**config.mk**
```make
export PLATFORM = sky130hd
export DESIGN_NAME = timed_message_queue_top
export DESIGN_NICKNAME = d
export VERILOG_FILES = /design/src/rtl/tmq_pkg.sv /design/src/rtl/tmq_ram.sv /design/src/rtl/tmq_ctrl.sv /design/src/rtl/tmq_dp.sv /design/src/rtl/timed_message_queue_top.sv
export VERILOG_INCLUDE_DIRS = /design/src /design/src/rtl
export SDC_FILE = /design/constraint.sdc
export NUM_CORES = 2
export LEC_CHECK = 0
export ABC_AREA = 0
export BUFFER_PORTS_ARGS = -buffer_cell sky130_fd_sc_hd__buf_2
export CORE_ASPECT_RATIO = 1.1
export CORE_MARGIN = 2
export CORE_UTILIZATION = 57
export DETAILED_ROUTE_END_ITERATION = 7
export PLACE_DENSITY = 0.85
export SLEW_MARGIN = 20
export SYNTH_ARGS = -nofsm -noshare
export SYNTH_HDL_FRONTEND = slang
export SYNTH_HIERARCHICAL = 1
export SYNTH_MEMORY_MAX_BITS = 65536
export SYNTH_SLANG_ARGS = --single-unit
```
**constraint.sdc**
```tcl
create_clock -name clk -period 17.3 [get_ports clk]
set_clock_uncertainty 0.15 [all_clocks]
set_input_delay 0.865 -clock clk [delete_from_list [all_inputs] [get_ports clk]]
set_output_delay 0.865 -clock clk [all_outputs]
set_load 0.02 [all_outputs]
```
**src/rtl/assert_macros.svh**
```systemverilog
// ---------------------------------------------------------------------------
// Assertion macros
// Shared concurrent assertion forms for the message queue RTL.
// ---------------------------------------------------------------------------
`ifndef ASSERT_MACROS_SVH
`define ASSERT_MACROS_SVH

// Check that a property holds on every clock edge out of reset.
`define ASSERT_CLK(label, clk, rst_n, prop) \
  label: assert property (@(posedge clk) disable iff (!rst_n) (prop)) \
    else $error("assertion failed");

// Check that an implication holds: the consequent follows in the next cycle.
`define ASSERT_NEXT(label, clk, rst_n, ante, cons) \
  label: assert property (@(posedge clk) disable iff (!rst_n) (ante) |=> (cons)) \
    else $error("assertion failed");

`endif

```
**src/rtl/tmq_pkg.sv**
```systemverilog
// ---------------------------------------------------------------------------
// tmq_pkg
// Types, constants and command structs of the timed message queue.
// ---------------------------------------------------------------------------
package tmq_pkg;

  localparam int FifoDepth       = 16;
  localparam int DelaySlots      = 8;
  localparam int MaxPayloadBytes = 8;
  localparam int PtrW            = $clog2(FifoDepth);
  localparam int SlotW           = $clog2(DelaySlots);
  localparam int LenW            = 4;
  localparam int RecW            = 8 + LenW + 64 + 64 + 64;

  typedef enum logic [2:0] {
    REQ_ENQ_NOW = 3'd0,
    REQ_ENQ_DUE = 3'd1,
    REQ_PUMP    = 3'd2,
    REQ_EXPIRE  = 3'd3,
    REQ_POP     = 3'd4
  } req_t;

  typedef enum logic [1:0] {
    ST_DONE    = 2'd0,
    ST_DROPPED = 2'd1,
    ST_QUEUED  = 2'd2,
    ST_EMPTY   = 2'd3
  } status_t;

  typedef enum logic [3:0] {
    S_IDLE, S_DISPATCH, S_ENQ, S_SLOT_WR, S_PUMP_CHK, S_PUMP_PUSH,
    S_EXP_RD, S_EXP_WAIT, S_EXP_CHK, S_POP_RD, S_POP_WAIT, S_OUT
  } state_t;

  typedef struct packed {
    logic       load;       // capture input item
    logic       push_in;    // push input record into ring
    logic       push_slot;  // push scanned slot into ring
    logic       slot_write; // write input record into free slot
    logic       slot_free;  // free scanned slot
    logic       slot_step;  // advance slot scan
    logic       slot_clear; // restart slot scan
    logic       head_rd;    // read head record
    logic       head_adv;   // drop head record
    logic       count;      // bump moved counter
    logic       set_drop;   // flag drop
    logic       set_queued; // flag queued-now
    logic       set_empty;  // flag empty
    logic       take_rec;   // latch popped record
    logic       out_load;   // publish result
  } cmd_t;

  typedef struct packed {
    req_t req;
    logic full;
    logic empty;
    logic free_found;
    logic slot_due;
    logic slot_last;
    logic stale;
    logic out_busy;
  } sts_t;

  function automatic logic [LenW-1:0] clamp_len(input logic [7:0] len);
    clamp_len = (len > 8'(MaxPayloadBytes)) ? LenW'(MaxPayloadBytes) : len[LenW-1:0];
  endfunction

  function automatic logic [63:0] keep_bytes(input logic [63:0] d, input logic [LenW-1:0] len);
    logic [63:0] m;
    m = '0;
    for (int b = 0; b < 8; b++) begin
      if (b < len) m[b*8 +: 8] = 8'hFF;
    end
    keep_bytes = d & m;
  endfunction

endpackage

```
**src/rtl/tmq_ram.sv**
```systemverilog
// ---------------------------------------------------------------------------
// tmq_ram
// Generic single-write, single-read RAM with registered read data.
// ---------------------------------------------------------------------------
module tmq_ram #(
  parameter int Width = 8,
  parameter int Depth = 16
) (
  input  logic                     clk,
  input  logic                     we,
  input  logic [$clog2(Depth)-1:0] waddr,
  input  logic [Width-1:0]         wdata,
  input  logic [$clog2(Depth)-1:0] raddr,
  output logic [Width-1:0]         rdata
);
  logic [Width-1:0] mem [Depth];

  always_ff @(posedge clk) begin
    if (we) mem[waddr] <= wdata;
    rdata <= mem[raddr];
  end
endmodule

```
**src/rtl/tmq_ctrl.sv**
```systemverilog
// ---------------------------------------------------------------------------
// tmq_ctrl
// Request sequencer: steps each request through the datapath.
// ---------------------------------------------------------------------------
module tmq_ctrl import tmq_pkg::*; (
  input  logic   clk,
  input  logic   rst_n,
  input  logic   in_fire,
  input  sts_t   sts,
  output cmd_t   cmd,
  output logic   busy
);
  state_t state_r, state_nxt;

  always_ff @(posedge clk) begin
    if (!rst_n) state_r <= S_IDLE;
    else        state_r <= state_nxt;
  end

  always_comb begin
    state_nxt = state_r;
    case (state_r)
      S_IDLE:     if (in_fire) state_nxt = S_DISPATCH;
      S_DISPATCH: begin
        case (sts.req)
          REQ_ENQ_NOW: state_nxt = S_ENQ;
          REQ_ENQ_DUE: state_nxt = sts.free_found ? S_SLOT_WR : S_ENQ;
          REQ_PUMP:    state_nxt = S_PUMP_CHK;
          REQ_EXPIRE:  state_nxt = S_EXP_RD;
          REQ_POP:     state_nxt = sts.empty ? S_OUT : S_POP_RD;
          default:     state_nxt = S_OUT;
        endcase
      end
      S_ENQ, S_SLOT_WR: state_nxt = S_OUT;
      S_PUMP_CHK:  state_nxt = sts.slot_due ? S_PUMP_PUSH : (sts.slot_last ? S_OUT : S_PUMP_CHK);
      S_PUMP_PUSH: state_nxt = sts.slot_last ? S_OUT : S_PUMP_CHK;
      S_EXP_RD:    state_nxt = sts.empty ? S_OUT : S_EXP_WAIT;
      S_EXP_WAIT:  state_nxt = S_EXP_CHK;
      S_EXP_CHK:   state_nxt = sts.stale ? S_EXP_RD : S_OUT;
      S_POP_RD:    state_nxt = S_POP_WAIT;
      S_POP_WAIT:  state_nxt = S_OUT;
      S_OUT:       if (!sts.out_busy) state_nxt = S_IDLE;
      default:     state_nxt = S_IDLE;
    endcase
  end

  always_comb begin
    cmd = '0;
    busy = (state_r != S_IDLE);
    case (state_r)
      S_IDLE:     cmd.load = in_fire;
      S_DISPATCH: begin
        cmd.slot_clear = 1'b1;
        if (sts.req == REQ_POP) begin
          cmd.set_empty = sts.empty;
          cmd.head_rd   = 1'b1;
        end
      end
      S_ENQ: begin
        cmd.push_in    = !sts.full;
        cmd.set_drop   = sts.full;
        cmd.set_queued = (sts.req == REQ_ENQ_DUE) && !sts.full;
      end
      S_SLOT_WR:  cmd.slot_write = 1'b1;
      S_PUMP_CHK: cmd.slot_step = !sts.slot_due;
      S_PUMP_PUSH: begin
        cmd.push_slot = !sts.full;
        cmd.set_drop  = sts.full;
        cmd.slot_free = 1'b1;
        cmd.count     = 1'b1;
        cmd.slot_step = 1'b1;
      end
      S_EXP_RD:   cmd.head_rd = 1'b1;
      S_EXP_CHK: begin
        cmd.head_adv = sts.stale;
        cmd.count    = sts.stale;
      end
      S_POP_RD:   cmd.head_rd = 1'b1;
      S_POP_WAIT: begin
        cmd.take_rec = 1'b1;
        cmd.head_adv = 1'b1;
      end
      S_OUT:      cmd.out_load = !sts.out_busy;
      default:    cmd = '0;
    endcase
  end
endmodule

```
**src/rtl/tmq_dp.sv**
```systemverilog
// ---------------------------------------------------------------------------
// tmq_dp
// Datapath: ring FIFO memory, delay slots, and result assembly.
// ---------------------------------------------------------------------------
module tmq_dp import tmq_pkg::*; (
  input  logic         clk,
  input  logic         rst_n,
  input  cmd_t         cmd,
  output sts_t         sts,
  input  logic [2:0]   req_type,
  input  logic [63:0]  now_time,
  input  logic [63:0]  due_time,
  input  logic [7:0]   opcode,
  input  logic [63:0]  payload,
  input  logic [7:0]   payload_len,
  input  logic         cfg_we,
  input  logic [63:0]  cfg_wdata,
  input  logic         out_ready,
  output logic         out_valid,
  output logic [RecW+2+5-1:0] out_word
);
  logic [2:0]       req_r;
  logic [63:0]      now_r, due_r, pay_r, limit_r;
  logic [7:0]       op_r;
  logic [LenW-1:0]  len_r;
  logic [PtrW-1:0]  head_r, tail_r;
  logic [DelaySlots-1:0] used_r;
  logic [SlotW-1:0] scan_r;
  logic [4:0]       moved_r;
  logic [1:0]       status_r;
  logic             out_valid_r;
  logic [RecW-1:0]  rec_r;
  logic [7:0]       s_op    [DelaySlots];
  logic [LenW-1:0]  s_len   [DelaySlots];
  logic [63:0]      s_pay   [DelaySlots];
  logic [63:0]      s_due   [DelaySlots];
  logic [SlotW-1:0] free_idx;
  logic             free_found;
  logic [RecW-1:0]  ram_wdata, ram_rdata;
  logic             ram_we;
  logic [PtrW-1:0]  tail_nxt;

  always_comb begin
    free_found = 1'b0;
    free_idx   = '0;
    for (int i = DelaySlots-1; i >= 0; i--) begin
      if (!used_r[i]) begin
        free_found = 1'b1;
        free_idx   = SlotW'(i);
      end
    end
  end

  assign tail_nxt = tail_r + PtrW'(1);
  assign ram_we   = cmd.push_in | cmd.push_slot;
  // record layout: op, len, payload, enq time, due time (due = enq = now)
  assign ram_wdata = cmd.push_slot ?
    {s_op[scan_r], s_len[scan_r], s_pay[scan_r], now_r, now_r} :
    {op_r, len_r, pay_r, now_r, now_r};

  tmq_ram #(.Width(RecW), .Depth(FifoDepth)) u_ring (
    .clk(clk), .we(ram_we), .waddr(tail_r), .wdata(ram_wdata),
    .raddr(head_r), .rdata(ram_rdata)
  );

  assign sts.req        = req_t'(req_r);
  assign sts.full       = (tail_nxt == head_r);
  assign sts.empty      = (tail_r == head_r);
  assign sts.free_found = free_found;
  assign sts.slot_due   = used_r[scan_r] && (now_r >= s_due[scan_r]);
  assign sts.slot_last  = (scan_r == SlotW'(DelaySlots-1));
  assign sts.stale      = (now_r - ram_rdata[127:64]) > limit_r;
  assign sts.out_busy   = out_valid_r && !out_ready;

  always_ff @(posedge clk) begin
    if (!rst_n) begin
      head_r <= '0; tail_r <= '0; used_r <= '0; scan_r <= '0;
      limit_r <= '1; out_valid_r <= 1'b0;
    end else begin
      if (cfg_we) limit_r <= cfg_wdata;
      if (ram_we) tail_r <= tail_nxt;
      if (cmd.head_adv) head_r <= head_r + PtrW'(1);
      if (cmd.slot_clear) scan_r <= '0;
      else if (cmd.slot_step) scan_r <= scan_r + SlotW'(1);
      if (cmd.slot_write) used_r[free_idx] <= 1'b1;
      if (cmd.slot_free)  used_r[scan_r]   <= 1'b0;
      if (cmd.out_load) out_valid_r <= 1'b1;
      else if (out_ready) out_valid_r <= 1'b0;
    end
  end

  always_ff @(posedge clk) begin
    if (cmd.load) begin
      req_r <= req_type; now_r <= now_time; due_r <= due_time; op_r <= opcode;
      len_r <= clamp_len(payload_len);
      pay_r <= keep_bytes(payload, clamp_len(payload_len));
      moved_r <= '0; status_r <= ST_DONE; rec_r <= '0;
    end else begin
      if (cmd.count && moved_r != 5'd31) moved_r <= moved_r + 5'd1;
      if (cmd.set_drop)   status_r <= ST_DROPPED;
      if (cmd.set_queued) status_r <= ST_QUEUED;
      if (cmd.set_empty)  status_r <= ST_EMPTY;
      if (cmd.take_rec)   rec_r <= ram_rdata;
    end
    if (cmd.slot_write) begin
      s_op[free_idx] <= op_r; s_len[free_idx] <= len_r;
      s_pay[free_idx] <= pay_r; s_due[free_idx] <= due_r;
    end
    // result order from the low end: status, count, op, payload, len, enq, due
    if (cmd.out_load) out_word <= {rec_r[63:0], rec_r[127:64], rec_r[195:192],
                                   rec_r[191:128], rec_r[203:196], moved_r, status_r};
  end

  assign out_valid = out_valid_r;
endmodule

```
**src/rtl/timed_message_queue_top.sv**
```systemverilog
// Timed message queue: one request at a time, one result per request.
// An enqueue writes the ring or a free delay slot; a pump scans every delay slot
// in order and moves due entries to the ring; an expire drops stale head records
// one by one until the head is fresh or the ring is empty. The next request is
// taken once the result register loads; a stalled result holds the sequencer.
// Reset (rst_n low, synchronous): ring empty, delay slots free, stale_limit all ones.
`include "assert_macros.svh"
// ---------------------------------------------------------------------------
// timed_message_queue_top
// Ring FIFO with delay slots, pump, expire and pop requests.
// ---------------------------------------------------------------------------
module timed_message_queue_top import tmq_pkg::*; (
  input  logic          clk,
  input  logic          rst_n,
  input  logic          cfg_we,
  input  logic [63:0]   cfg_wdata,      // stale_limit
  input  logic          s_axis_tvalid,
  output logic          s_axis_tready,
  // [2:0] req_type, [66:3] now_time, [130:67] due_time, [138:131] opcode,
  // [202:139] payload, [210:203] payload_len, [215:211] zero
  input  logic [215:0]  s_axis_tdata,
  output logic          m_axis_tvalid,
  input  logic          m_axis_tready,
  // [1:0] status, [6:2] moved_count, [14:7] rec_opcode, [78:15] rec_payload,
  // [82:79] rec_len, [146:83] rec_enq_time, [210:147] rec_due_time,
  // [215:211] zero
  output logic [215:0]  m_axis_tdata
);
  cmd_t cmd;
  sts_t sts;
  logic busy;
  logic in_fire;
  logic [RecW+6:0] word;

  // accept only when the sequencer is idle
  assign s_axis_tready = !busy;
  assign in_fire       = s_axis_tvalid && s_axis_tready;

  tmq_ctrl u_ctrl (
    .clk(clk), .rst_n(rst_n), .in_fire(in_fire), .sts(sts), .cmd(cmd), .busy(busy)
  );

  tmq_dp u_dp (
    .clk(clk), .rst_n(rst_n), .cmd(cmd), .sts(sts),
    .req_type(s_axis_tdata[2:0]), .now_time(s_axis_tdata[66:3]),
    .due_time(s_axis_tdata[130:67]), .opcode(s_axis_tdata[138:131]),
    .payload(s_axis_tdata[202:139]), .payload_len(s_axis_tdata[210:203]),
    .cfg_we(cfg_we), .cfg_wdata(cfg_wdata),
    .out_ready(m_axis_tready), .out_valid(m_axis_tvalid), .out_word(word)
  );

  // word packs status, moved count and record (op, payload, len, enq, due)
  assign m_axis_tdata = {5'd0, word};

  // a ring push and a result publish never coincide
  `ASSERT_CLK(a_push_not_out, clk, rst_n, !((cmd.push_in || cmd.push_slot) && cmd.out_load))
  // no input is taken while a request is in flight
  `ASSERT_CLK(a_no_accept_busy, clk, rst_n, !(busy && s_axis_tready))
  // publishing a result raises the output valid
  `ASSERT_NEXT(a_out_valid, clk, rst_n, cmd.out_load, m_axis_tvalid)
endmodule

```
---- Word level (Yosys, flattened, before mapping) ----
Memory sizes are Yosys's and may differ from the RTL's. A register that Yosys moved wholly into a read port is not among the register bits.
Index checks and enable logic that the tools add are counted.
word-level totals
  register bits after elaboration ......... 717
  bits in latches ......................... 0
  bits in writable memories ............... 4384
  ROM bits ................................ 0
  bits of input ports ..................... 285
  output and inout port bits .............. 218
  logic and storage cells ................. 175
  memories ................................ 5
operators by class
  add/sub/neg operators ................... 5
  $mul .................................... 0
  div/mod/pow operators ................... 0
  order comparisons ....................... 15
  equality and inequality tests ........... 21
  shift-type cells ........................ 0
  muxes and demuxes ....................... 85
  bitwise operators ....................... 6
  reduce and logical (&&, ||, !) cells .... 21
memories
  memory           words  width  rd ports  clocked after memory_dff  wr ports  RTL line       source
  u_dp.u_ring.mem  16     204    1         1                         1         tmq_ram.sv:16  logic [Width-1:0] mem [Depth];
  u_dp.s_due       8      64     1         1                         1         tmq_dp.sv:36   logic [63:0] s_due [DelaySlots];
  u_dp.s_pay       8      64     1         1                         1         tmq_dp.sv:35   logic [63:0] s_pay [DelaySlots];
  u_dp.s_op        8      8      1         1                         1         tmq_dp.sv:33   logic [7:0] s_op [DelaySlots];
  u_dp.s_len       8      4      1         1                         1         tmq_dp.sv:34   logic [LenW-1:0] s_len [DelaySlots];
operators by type and width
  operator               count
  $mux W204              1
  $mux W8                19
  $and A64 B64 Y64       1
  $ge A64 B64 Y1         1
  $gt A64 B64 Y1         1
  $sub A64 B64 Y64       1
  $mux W3                16
  $pmux W4 S10           1
  $mux W1                30
  $mux W4                7
  $pmux W4 S5            1
  $eq A4 B3 Y1 const B   4
  $eq A4 B4 Y1 const B   4
  $lt A3 B4 Y1 const A   4
  $add A4 B1 Y4 const B  2
  $and A8 B8 Y8          1
  $eq A4 B2 Y1 const B   2
  $eq A4 B4 Y1           2
  $gt A8 B4 Y1 const B   1
  $lt A1 B4 Y1 const A   2
  $lt A2 B4 Y1 const A   2
  $lt A3 B4 Y1 const B   2
  $mux W2                4
  $not A8 Y8             1
  other kinds (26)       43

---- Logic depth before layout (Yosys ltp) ----
  depth in word-level cells ............... 17
  depth in mapped cells ................... 29
  mapped depth without buffers ............ 28

---- Hierarchy ----
The synthesis kept the hierarchy.
by module, submodules not included
  module                   instances  cells each  area each (um^2)  seq. area each (um^2)
  tmq_ram                  1          5341        126796.6          102097.9
  tmq_dp                   1          4308        72936.2           52150.0
  tmq_ctrl                 1          76          548.0             80.1
  timed_message_queue_top  1          8           51.3              0.0

---- Least setup slack after synthesis ----
Ideal clock, no wire load.
  kind .................................... reg2reg
  start ................................... reg u_dp.tail_r[0]
  end ..................................... mem u_dp/u_ring/mem[0][0] in the netlist's numbering, enable pin
  setup time .............................. 1.018 ns
  data arrival time ....................... 15.946 ns
  data required time ...................... 16.132 ns
  setup slack ............................. 0.186 ns
  stages on the path, launching flop included .. 11
  buffers on the path ..................... 1
  clock period less this slack ............ 17.114 ns
  cells stage by stage .................... dfxtp_1 ha_1 xnor2_1 nand2_1 nor3_1 nor3_1 clkbuf_1 nor2_1 inv_1 or3b_2 nor3_1
RTL lines
  item                    RTL line       source
  from (decl)             tmq_dp.sv:26   logic [PtrW-1:0] head_r, tail_r;
  from (signal assigned)  tmq_dp.sv:81   if (ram_we) tail_r <= tail_nxt;
  to (decl)               tmq_ram.sv:16

==> flow_summary.yaml <==
clocking:
  postCtsSetupRepairBufs: 0
  cts.sinks: 5308
  cts_max_level: 5
  clk_latency_ns: 1.07
  numCtsBuffers: 478
  cts_max_path_buffers: 4
  clock-root-buffer: "clkbuf_16"
  cts_tree: "built"
  cts_hold_buf: 185
  clk_pin_slew_ns: 0.07
  cts.repair.resized: 0
placed_design:
  dp_hpwl_mm: 290
  dp_cells: 14583
  gp_congestion: 0.887
  io_buffers: 492
grt:
  globalRouteTotalUtil_pct: 32.0
  overflow: 0
  first_global_vias: 111127
  antenna_found_initial: 54
  grt_max_degree: 153
  grt_pass1_wl_mm: 807
route:
  wl_met1_mm: 184
  drt-vias-per-instance: 6.92
  drc: 0
  postRouteAntennaNets: 0
  met3_length_mm: 77.7
  vias: 108624
  wirelength_mm: 573
  wl_per_cell_um: 36.5
  met2_length_mm: 277
  top_layer: "met5"
  dr.pass1.iters: 8
  dr.first_iter.drc_count: 17742
floorplan:
  core_area_sq_um: 350000
  ioPinCount: 503
  die_y_um: 626
  die_w_um: 569
  dieArea_sq_um: 356000
  std_cell_rows: 228
  initial_core_util_pct: 57.2
critical_path:
  worst-path-buf-inv: 4
  start_kind: "register"
  cp_max_fo: 33
  endpoint_kind: "register"
  cpMaxStageDelayCell: "nor3_2"
  max_stage_delay_ns: 0.74
  timing.rr.start: "u_dp/now_r[0]"
  crit_type: "register to register"
  cp_top_family: "simple AND/OR/NAND/NOR gates"
  cp.required_ns: 17.99
  worstReg2RegEnd: "u_dp/moved_r[3]"
  r2r_slack_ns: 8.73
  r2r_cells: 27
  cp.arrival_ns: 9.26
timing:
  layout_min_cycle_time_ns: 8.57
  setup_viol: 0
  relSlewSlack_pct: 13.8
  finalMaxSlewViolations: 0
  tightest_slew_ns: 1.29
  fmax_mhz: 117
  fin_tns_setup_ns: 0
  finalHoldViolations: 0
  rsz0062_at_grt: "no"
  finalCritPeriodShare_pct: 49.5
power_and_ir_drop:
  p_leak_nw: 73.1
  ir_drop_mv: 0.131
  power_per_cell_area_nw_per_um2: 143
synthesis:
  syn_avg_cell_area_sq_um: 20.6
  synth_cells: 9731
  syn_area_sq_um: 200000
  synth_warnings: 6
status:
  outcome: "complete, no violations"
finish:
  layout.nets: 11135
  fill_cells: 20758
  drive_gt1_share_pct: 25.2
  area_growth_syn_to_layout_pct: 13.4
  instances_no_fill: 15703
flow_run:
  maxCapViolations: 0
min_path:
  holdPathEnd: "u_dp/pay_r[29]"
  hold_depth: 2
  min_from: "s_axis_tdata[168]"
  worstHoldPathType: "primary input to register"
[worst max-delay path by stage]
stage                            end           start  cells past startpoint
4_1_cts              u_dp/moved_r[3]   u_dp/now_r[0]                     27
6_report             u_dp/moved_r[3]   u_dp/now_r[0]                     27
5_1_grt              u_dp/moved_r[3]   u_dp/now_r[0]                     27
2_1_floorplan  u_dp/u_ring/mem[0][0]  u_dp/tail_r[0]                     10
3_3_place_gp         u_dp/moved_r[3]  u_dp/now_r[30]                     23
3_5_place_dp         u_dp/moved_r[3]  u_dp/now_r[30]                     23
[cell type report]
| type | count | area (sq um) | share of cell area, % |
|---|---|---|---|
| Sequential cell | 5308 | 154000 | 67.9 |
| Multi-Input combinational cell | 3787 | 43500 | 19.2 |
| Clock buffer | 637 | 13200 | 5.83 |
| Timing Repair Buffer | 926 | 6460 | 2.84 |
| Tap cell | 4600 | 5760 | 2.53 |
| Clock inverter | 267 | 3220 | 1.42 |
| Inverter | 151 | 567 | 0.250 |
| Antenna cell | 27 | 67.6 | 0.0297 |
[cells in the final DEF, fill, tap and decap left out, types with 16 or more instances in the layout]
cell           count
o211ai_1          75
ha_1             197
dfxtp_1          499
o21bai_1          18
mux4_2          1038
nor2_1           365
nand2_1          292
nor3_1            17
clkbuf_1         101
inv_1            151
diode_2           27
a221oi_1          25
nand2b_1          42
xor2_1            38
clkbuf_16        487
mux2i_1          392
nand3_1           24
clkinv_2          87
inv_6             16
nor2_4            25
bufinv_16         55
nor2b_1           91
o221ai_1          37
nand4_1           50
mux2_2           112
a21oi_1          138
o21ai_0           87
clkbuf_8          48
edfxtp_1        4802
dlygate4sd3_1    185
a21o_1            77
clkinv_1          47
xnor2_1           40
and2_1            34
a21oi_2           62
buf_4            223
buf_12            18
buf_2            491
a22oi_1          341
clkinvlp_4        27
[per-layer routing]
layer  GRT usage, %  up-vias
li1               -    41540
met1           40.0    54927
met2           51.8    10100
met3           8.45     2023
met4           16.5       34
met5              0        -
[sequential cells by signal, indices dropped and copies added, names as in the netlist, 204 cells and up, named ones only]
signal / cells
u_dp/u_ring/rdata: 204
u_dp/s_pay: 512
u_dp/rec_r: 204
u_dp/u_ring/mem: 3264
u_dp/s_due: 512
u_dp/out_word: 211
[metrics by stage]
stage | hold WS [ns] | power [mW] | util, % | area [sq um] | setup WS (ns)
global route | 0.0130 | 33.3 | 64.8 | 227000 | 8.39
global placement | 0.263 | 20.9 | 59.5 | 208000 | 9.31
CTS | 0.00135 | 32.4 | 64.7 | 227000 | 8.95
floorplan | 0.258 | 19.5 | - | 200000 | 0.186
detailed placement | 0.262 | 21.2 | 59.5 | 209000 | 9.23
finish | 0.0165 | 32.5 | 64.8 | 227000 | 8.73
[where the power goes]
group	total (mW)	internal (mW)	switching [mW]	leakage (nW)
clock network	11.2	6.24	4.92	8.00
registers	16.3	15.6	0.728	47.5
logic	4.96	1.76	3.20	17.7
(Power assumes the default switching activity.)
